--- config.mk ---
export PLATFORM = sky130hd
export DESIGN_NAME = lane_edge_row_scanner_top
export DESIGN_NICKNAME = d
export VERILOG_FILES = /design/src/design/lers_pkg.sv /design/src/design/lers_csr.sv /design/src/design/lers_scan.sv /design/src/design/lane_edge_row_scanner_top.sv
export SDC_FILE = /design/constraint.sdc
export NUM_CORES = 1
export LEC_CHECK = 0
export BUFFER_PORTS_ARGS = -buffer_cell sky130_fd_sc_hd__buf_2
export CAP_MARGIN = 30
export CORE_ASPECT_RATIO = 0.9
export CORE_MARGIN = 2
export CORE_UTILIZATION = 45
export DETAILED_ROUTE_END_ITERATION = 10
export PLACE_DENSITY = 0.71
export SETUP_SLACK_MARGIN = 0.4
export SYNTH_ARGS = -nofsm -noshare
export SYNTH_HDL_FRONTEND = slang
export SYNTH_SLANG_ARGS = --single-unit
--- constraint.sdc ---
create_clock -name clock -period 4.8 [get_ports clock]
set_clock_uncertainty 0.2 [all_clocks]
set_input_delay 0.96 -clock clock [delete_from_list [all_inputs] [get_ports clock]]
set_output_delay 0.96 -clock clock [all_outputs]
set_load 0.01 [all_outputs]
--- src/design/lers_pkg.sv ---
// Package for the lane edge row scanner: row width, register reset values,
// register addresses and the packed word types of both channels.
// No dependencies; every other design file imports it.
package lers_pkg;

   localparam int ROW_WIDTH = 188;

   localparam logic [7:0] ROW_WIDTH_B         = 8'(ROW_WIDTH);
   localparam logic [7:0] LAST_RIGHT_COLUMN_B = 8'(ROW_WIDTH - 1);
   localparam logic [7:0] DARK_THRESHOLD_RESET = 8'd128;
   localparam logic [7:0] START_COLUMN_RESET   = 8'd94;
   localparam logic [7:0] COLUMN_COUNT_MAX     = 8'd255;

   localparam int CSR_ADDR_WIDTH = 3;
   localparam int CSR_DATA_WIDTH = 32;

   typedef enum logic {
      CSR_DARK_THRESHOLD = 1'b0,
      CSR_START_COLUMN   = 1'b1
   } csr_index_type;

   typedef struct packed {
      logic [7:0] grey_value;
      logic       row_end;
      logic       frame_end;
   } req_word_type;

   typedef struct packed {
      logic [7:0] left_edge;
      logic [7:0] right_edge;
      logic [7:0] middle_column;
      logic       left_found;
      logic       right_found;
      logic       frame_last;
   } rsp_word_type;

   typedef struct packed {
      logic [7:0] dark_threshold;
      logic [7:0] start_column;
   } cfg_type;

endpackage

--- src/design/lers_csr.sv ---
// Configuration registers of the lane edge row scanner behind an APB-style port.
// Depends on lers_pkg for the reset values, the address map and cfg_type.
module lers_csr (
   input  logic                                   clock,
   input  logic                                   reset,
   input  logic                                   csr_psel,
   input  logic                                   csr_penable,
   input  logic                                   csr_pwrite,
   input  logic [lers_pkg::CSR_ADDR_WIDTH-1:0]    csr_paddr,
   input  logic [lers_pkg::CSR_DATA_WIDTH-1:0]    csr_pwdata,
   output logic [lers_pkg::CSR_DATA_WIDTH-1:0]    csr_prdata,
   output logic                                   csr_pready,
   output lers_pkg::cfg_type                      cfg
);
   import lers_pkg::*;

   logic [7:0]    dark_threshold_ff, dark_threshold_in;
   logic [7:0]    start_column_ff, start_column_in;
   csr_index_type index;
   logic          write_strobe;

   // The register index is the word address; the byte offset bits are ignored.
   assign index        = csr_index_type'(csr_paddr[2]);
   assign write_strobe = csr_psel && csr_penable && csr_pwrite;
   assign csr_pready   = 1'b1;

   always_comb begin
      dark_threshold_in = dark_threshold_ff;
      start_column_in   = start_column_ff;
      csr_prdata        = '0;
      unique case (index)
         CSR_DARK_THRESHOLD: begin
            csr_prdata = CSR_DATA_WIDTH'(dark_threshold_ff);
            if (write_strobe) begin
               dark_threshold_in = csr_pwdata[7:0];
            end
         end
         CSR_START_COLUMN: begin
            csr_prdata = CSR_DATA_WIDTH'(start_column_ff);
            if (write_strobe) begin
               start_column_in = csr_pwdata[7:0];
            end
         end
         default: begin
            csr_prdata = '0;
         end
      endcase
   end

   always_ff @(posedge clock) begin
      if (reset) begin
         dark_threshold_ff <= DARK_THRESHOLD_RESET;
         start_column_ff   <= START_COLUMN_RESET;
      end else begin
         dark_threshold_ff <= dark_threshold_in;
         start_column_ff   <= start_column_in;
      end
   end

   assign cfg.dark_threshold = dark_threshold_ff;
   assign cfg.start_column   = start_column_ff;

endmodule

--- src/design/lers_scan.sv ---
// Row scan core: binarizes one pixel, runs the edge tests on the two-pixel
// window and forms the row result. Depends on lers_pkg for types and constants.
module lers_scan (
   input  logic                    clock,
   input  logic                    reset,
   input  logic                    step,
   input  lers_pkg::req_word_type  pixel,
   input  lers_pkg::cfg_type       cfg,
   output logic                    has_result,
   output lers_pkg::rsp_word_type  result
);
   import lers_pkg::*;

   logic [7:0] column_count_ff, column_count_in;
   logic [1:0] pixel_window_ff, pixel_window_in;
   logic [7:0] scan_start_ff, scan_start_in;
   logic [7:0] right_hit_ff, right_hit_in;
   logic       right_hit_valid_ff, right_hit_valid_in;
   logic [7:0] left_hit_ff, left_hit_in;
   logic       left_hit_valid_ff, left_hit_valid_in;

   logic       dark;
   logic [7:0] tested_column;
   logic       in_row;
   logic       right_match;
   logic       left_match;
   logic [7:0] left_value;
   logic [7:0] right_value;
   logic [8:0] edge_sum;

   assign dark          = (pixel.grey_value <= cfg.dark_threshold);
   // The window holds the two pixels before this one, so the candidate is one back.
   assign tested_column = column_count_ff - 8'd1;
   assign in_row        = (column_count_ff < ROW_WIDTH_B);

   assign right_match = in_row && (column_count_ff >= 8'd2) && !right_hit_valid_ff
                        && (tested_column >= scan_start_ff)
                        && (tested_column < LAST_RIGHT_COLUMN_B)
                        && pixel_window_ff[0] && !pixel_window_ff[1] && dark;

   assign left_match  = in_row && (column_count_ff >= 8'd3)
                        && (tested_column <= scan_start_ff)
                        && pixel_window_ff[0] && pixel_window_ff[1] && !dark;

   assign has_result  = pixel.row_end || pixel.frame_end;

   // The row result includes a match made on this very pixel.
   always_comb begin
      left_value  = left_match ? tested_column :
                    (left_hit_valid_ff ? left_hit_ff : 8'd0);
      right_value = right_match ? tested_column :
                    (right_hit_valid_ff ? right_hit_ff : ROW_WIDTH_B);
      edge_sum    = {1'b0, left_value} + {1'b0, right_value};

      result.left_edge     = left_value;
      result.right_edge    = right_value;
      result.middle_column = edge_sum[8:1];
      result.left_found    = left_match || left_hit_valid_ff;
      result.right_found   = right_match || right_hit_valid_ff;
      result.frame_last    = pixel.frame_end;
   end

   always_comb begin
      column_count_in    = column_count_ff;
      pixel_window_in    = pixel_window_ff;
      scan_start_in      = scan_start_ff;
      right_hit_in       = right_hit_ff;
      right_hit_valid_in = right_hit_valid_ff;
      left_hit_in        = left_hit_ff;
      left_hit_valid_in  = left_hit_valid_ff;
      if (step) begin
         if (has_result) begin
            column_count_in    = 8'd0;
            pixel_window_in    = 2'b00;
            right_hit_in       = ROW_WIDTH_B;
            right_hit_valid_in = 1'b0;
            left_hit_in        = 8'd0;
            left_hit_valid_in  = 1'b0;
            scan_start_in      = pixel.frame_end ? cfg.start_column : edge_sum[8:1];
         end else begin
            if (column_count_ff != COLUMN_COUNT_MAX) begin
               column_count_in = column_count_ff + 8'd1;
            end
            if (in_row) begin
               pixel_window_in = {pixel_window_ff[0], dark};
            end
            if (right_match) begin
               right_hit_in       = tested_column;
               right_hit_valid_in = 1'b1;
            end
            if (left_match) begin
               left_hit_in       = tested_column;
               left_hit_valid_in = 1'b1;
            end
         end
      end
   end

   always_ff @(posedge clock) begin
      if (reset) begin
         column_count_ff    <= 8'd0;
         pixel_window_ff    <= 2'b00;
         scan_start_ff      <= START_COLUMN_RESET;
         right_hit_ff       <= ROW_WIDTH_B;
         right_hit_valid_ff <= 1'b0;
         left_hit_ff        <= 8'd0;
         left_hit_valid_ff  <= 1'b0;
      end else begin
         column_count_ff    <= column_count_in;
         pixel_window_ff    <= pixel_window_in;
         scan_start_ff      <= scan_start_in;
         right_hit_ff       <= right_hit_in;
         right_hit_valid_ff <= right_hit_valid_in;
         left_hit_ff        <= left_hit_in;
         left_hit_valid_ff  <= left_hit_valid_in;
      end
   end

endmodule

--- src/design/lane_edge_row_scanner_top.sv ---
// Top level of the lane edge row scanner: pixel input register, scan core,
// result register and configuration registers. Depends on lers_pkg,
// lers_csr and lers_scan.
//
//   Channel   Ports           Direction  Word
//   --------  --------------  ---------  ---------------------------------------
//   req       req_valid/ready in         grey_value, row_end, frame_end
//   rsp       rsp_valid/ready out        left/right/middle, found flags, frame_last
//   csr       csr_p*          in/out     dark_threshold (0x0), start_column (0x4)
//
// One pixel word is accepted per clock cycle while no row end waits on the result
// register; the scan core's per-pixel work is combinational between the input
// and result registers. A row result is registered as its last pixel advances.
// Reset is synchronous; it empties both registers, clears the row state and loads
// the scan start with the reset start column. A stall on rsp holds the row result,
// and pixels that close no row keep flowing past it until a second row end needs
// the result register.
module lane_edge_row_scanner_top (
   input  logic                                   clock,
   input  logic                                   reset,
   input  logic                                   req_valid,
   output logic                                   req_ready,
   input  lers_pkg::req_word_type                 req_word,
   output logic                                   rsp_valid,
   input  logic                                   rsp_ready,
   output lers_pkg::rsp_word_type                 rsp_word,
   input  logic                                   csr_psel,
   input  logic                                   csr_penable,
   input  logic                                   csr_pwrite,
   input  logic [lers_pkg::CSR_ADDR_WIDTH-1:0]    csr_paddr,
   input  logic [lers_pkg::CSR_DATA_WIDTH-1:0]    csr_pwdata,
   output logic [lers_pkg::CSR_DATA_WIDTH-1:0]    csr_prdata,
   output logic                                   csr_pready
);
   import lers_pkg::*;

   cfg_type      cfg;
   logic         in_valid_ff, in_valid_in;
   req_word_type in_word_ff, in_word_in;
   logic         rsp_valid_ff, rsp_valid_in;
   rsp_word_type rsp_word_ff, rsp_word_in;
   logic         has_result;
   rsp_word_type result;
   logic         out_free;
   logic         advance;

   lers_csr u_csr (
      .clock       (clock),
      .reset       (reset),
      .csr_psel    (csr_psel),
      .csr_penable (csr_penable),
      .csr_pwrite  (csr_pwrite),
      .csr_paddr   (csr_paddr),
      .csr_pwdata  (csr_pwdata),
      .csr_prdata  (csr_prdata),
      .csr_pready  (csr_pready),
      .cfg         (cfg)
   );

   lers_scan u_scan (
      .clock      (clock),
      .reset      (reset),
      .step       (advance),
      .pixel      (in_word_ff),
      .cfg        (cfg),
      .has_result (has_result),
      .result     (result)
   );

   // The result register is free when empty or being read this cycle.
   assign out_free = !rsp_valid_ff || rsp_ready;

   // A registered pixel moves on unless it closes a row and the result has nowhere to go.
   assign advance   = in_valid_ff && (!has_result || out_free);
   assign req_ready = !in_valid_ff || advance;

   always_comb begin
      in_valid_in = in_valid_ff;
      in_word_in  = in_word_ff;
      if (req_valid && req_ready) begin
         in_valid_in = 1'b1;
         in_word_in  = req_word;
      end else if (advance) begin
         in_valid_in = 1'b0;
      end

      rsp_valid_in = rsp_valid_ff;
      rsp_word_in  = rsp_word_ff;
      if (advance && has_result) begin
         rsp_valid_in = 1'b1;
         rsp_word_in  = result;
      end else if (rsp_ready) begin
         rsp_valid_in = 1'b0;
      end
   end

   always_ff @(posedge clock) begin
      if (reset) begin
         in_valid_ff  <= 1'b0;
         rsp_valid_ff <= 1'b0;
      end else begin
         in_valid_ff  <= in_valid_in;
         rsp_valid_ff <= rsp_valid_in;
      end
   end

   // Payload registers carry no reset; their valid bits guard them.
   always_ff @(posedge clock) begin
      in_word_ff  <= in_word_in;
      rsp_word_ff <= rsp_word_in;
   end

   assign rsp_valid = rsp_valid_ff;
   assign rsp_word  = rsp_word_ff;

endmodule
==> impl_metrics.csv <==
group,metric,value,unit
die,die_width,114,µm
routing,wl_met1,5450,µm
die,core-area,0.0107,mm²
critical_path,worst_path_max_delay_cell,"or4_4",
layout,design_area,0.00642,mm²
logic_synthesis,syn_avg_cell_area,9.26,µm²
logic_synthesis,ys_types,69,
critical_path,path_class,"flip-flop to flip-flop",
die,die_area,0.0117,mm²
critical_path,critical_path.top_delay_family,"simple AND/OR/NAND/NOR gates",
sta,finalMaxSlewViolations,0,
logic_synthesis,synth_ff_type,"dfxtp_1",
routing,wl,12100,µm
logic_synthesis,ys_ff_latch,91,
placement,placed_area,0.00566,mm²
die,rows,36,
global_route,grt_pass1_vias,4034,
power,vdd_drop_max,0.000192,V
sta,worst_pin_slew,0.881,ns
sta,fin_crit_sh,99.8,%
clock_tree,tritoncts,"yes",
clock_tree,cts_num_sinks,91,
sta,max_slew_margin,41.3,%
die,ios,114,
critical_path,cp_max_fo,4,
clock_tree,clkTransAtPathRegs,0.07,ns
layout,seq_area,0.00219,mm²
power,p_leak,2.66,nW
job,maxCapViolations,0,
worst_hold_path,hold_path_class,"flip-flop to flip-flop",
die,initial_core_util,45.5,%
power,power,1.72,mW
clock_tree,insertion_delay,0.34,ns
global_route,grt_remaining_overflow,0,
critical_path,endpoint_kind,"flip-flop",
routing,wl_met2,5660,µm
critical_path,crit_path_cell_trace,"or4_4, or4_4, xor2_4, inv_2, ha_4, nand3_4, a211oi_4, buf_4, o31ai_4, nand2_4, nand3_2, o21ai_4, buf_4, buf_4, ha_2, or3_4, a41oi_2, o41ai_2, xor2_1, o41a_1",
sta,setup_viol,0,
logic_synthesis,synth_area_leader_cell,"edfxtp_1",
routing,vias,4222,
sta,finalCriticalPeriod,4.79,ns
logic_synthesis,synth_edf_count,37,
global_route,grt_pass1_wl,19300,µm
placement,place_congestion,0.896,
die,die_y,103,µm
power,power.density,268,mW/mm²
critical_path,slowest_delay,0.53,ns
layout,multiInputGateArea,0.00265,mm²
sta,grt_setup_unrepaired,"yes",
logic_synthesis,synth_area,0.00488,mm²
clock_tree,cts_made_buffers,9,
routing,wl_met3,750,µm
routing,vias_per_cell,5.31,
logic_synthesis,ys_warn_count,0,
global_route,grt_max_degree,38,
global_route,grt_usage,21.2,%
clock_tree,root_buffer,"clkbuf_16",
logic_synthesis,synth.top_cells.by_area,"edfxtp_1 (23%), dfxtp_1 (22%), ha_1 (6.7%), nand2_1 (5.5%), a21oi_1 (4.1%)",
layout,postLayoutCoreUtil,59.9,%
routing,drc,0,
layout,n_antenna_cell,0,
critical_path,cp.required,4.83,ns
routing,wire_per_inst,15.3,µm
clock_tree,htreeDepth,3,
routing,topRoutingLayerUsed,"met4",
critical_path,cp_data_arrival_time,4.82,ns
clock_tree,cts_hold_buf,0,
logic_synthesis,synthArstFlopShare,0,%
layout,final_cells,795,
logic_synthesis,ys_seq_area_share,44.9,%
placement,dp_cells,757,
layout,nets,736,
layout,syn2layout_area_growth,31.6,%
routing,drt_iter0_drc,290,
logic_synthesis,synthCells,527,
placement,port_buffers,62,
placement,hpwl,8740,µm
status,outcome,"complete, no violations",
sta,finalHoldViolCount,0,
global_route,grt_antenna_before_repair,0,
routing,dr.pass1.iters,5,
sta,fmax,209,MHz
critical_path,worst_path_most_repeated_cell,"buf_4",
critical_path,setup.worst_path.start_class,"flip-flop",
layout,layout-drive-gt1-share,33.7,%
layout,fill_cells,878,
clock_tree,cts.path.max_buffers,2,
routing,ant_nets,0,
logic_synthesis,synth_top_area_share,22.8,%
critical_path,path_buf_inv,4,
[cells by family after synthesis]
family | after synthesis | share of synthesized area, %
flops | 91 | 44.9
fa+ha+maj | 27 | 7.08
buf+inv | 84 | 9.89
mux | 4 | 0.846
compound gates | 116 | 15.4
other cells | 2 | 0.154
xor+xnor | 18 | 3.38
simple gates | 185 | 18.3
[synthesized netlist by cell type (all sizes together) (3+ instances only)]
cell type	n
mux2i	3
nand2	71
buf	31
a22oi	9
nor3b	3
o211ai	7
ha	26
nor3	10
nand2b	8
a211oi	3
a21oi	40
dfxtp	54
nor2b	8
nand3	22
nor2	37
o21ai	30
edfxtp	37
nor4	4
o22ai	5
xnor2	9
nand4	8
inv	38
a21o	4
xor2	9
clkbuf	13
or2	3
[worst register-to-register path: stages, from the launching register on]
cell and delay (ns):
dfxtp_2 0.32, or4_4 0.53, or4_4 0.52, xor2_4 0.17
inv_2 0.07, ha_4 0.25, nand3_4 0.08, a211oi_4 0.05
buf_4 0.16, o31ai_4 0.38, nand2_4 0.14, nand3_2 0.12
o21ai_4 0.08, buf_4 0.13, buf_4 0.13, ha_2 0.17
or3_4 0.38, a41oi_2 0.18, o41ai_2 0.10, xor2_1 0.20
o41a_1 0.33
[state kept, by name, indices dropped and copies added (netlist names)]
name                       flops
rsp_word                      27
in_word_ff                    10
u_csr.dark_threshold_ff        8
u_csr.start_column_ff          8
u_scan.column_count_ff         8
u_scan.left_hit_ff             8
u_scan.right_hit_ff            8
u_scan.scan_start_ff           8
u_scan.pixel_window_ff         2
in_valid_ff                    1
rsp_valid                      1
u_scan.left_hit_valid_ff       1
u_scan.right_hit_valid_ff      1
[final cells by class]
class                           instances  share of cell area (%)
Multi-Input combinational cell        375                    41.2
Timing Repair Buffer                  141                    14.6
Sequential cell                        91                    34.2
Clock buffer                           14                    4.95
Inverter                               39                    2.28
Tap cell                              133                    2.59
Clock inverter                          2                   0.195
[path summary, 6_finish.rpt]
check	slack (ns)	cells past startpoint	end	start
worst max-delay path	0.01	20	u_scan.scan_start_ff[4]	u_scan.column_count_ff[4]
worst min-delay path	0.25	2	u_csr.dark_threshold_ff[4]	u_csr.dark_threshold_ff[4]
worst max register to register	0.01	20	u_scan.scan_start_ff[4]	u_scan.column_count_ff[4]
worst min register to register	0.25	2	u_csr.dark_threshold_ff[4]	u_csr.dark_threshold_ff[4]
[stage by stage]
stage          worst slack [ns]  hold WS (ns)  TNS, ns
3_5_place_dp            -0.0480         0.248  -0.0480
4_1_cts                   0.153         0.256        0
3_3_place_gp             0.0344         0.237        0
5_1_grt                  -0.147         0.280   -0.676
6_report                 0.0109         0.254        0
2_1_floorplan             0.215         0.227        0
[layer usage]
layer  up-vias  global-route usage (%)
met3        22                    4.47
met5         -                       0
met1      1988                    27.2
li1       2061                       -
met2       151                    35.7
met4         0                    7.69
[placed cells by master (no fill, tap or decap), drive strengths merged, types with 3 or more instances in the layout]
cell type	instances
xnor2	9
a21oi	40
buf	141
dfxtp	54
o22ai	5
mux2i	3
a22oi	9
nand4	8
o211ai	7
nand2b	8
ha	26
or2	3
o21ai	30
inv	39
conb	25
edfxtp	37
nor4	4
nor3b	3
nand2	71
nand3	22
xor2	9
nor3	10
a211oi	3
clkbuf	14
nor2	37
a21o	4
nor2b	8
[power by group]
group	internal, mW	leakage [nW]	switching (mW)
clock network	0.459	0.166	0.288
registers	0.820	0.763	0.00764
logic	0.0519	1.73	0.0932
[timing repair]
| action | in CTS | in global routing |
|---|---|---|
| gates resized for setup | 40 | 21 |
| pin swaps | 17 | 10 |
| endpoints found under the setup margin | 13 | 14 |
| buffers inserted | 16 | 6 |
Power figures use the tool's default switching activity.
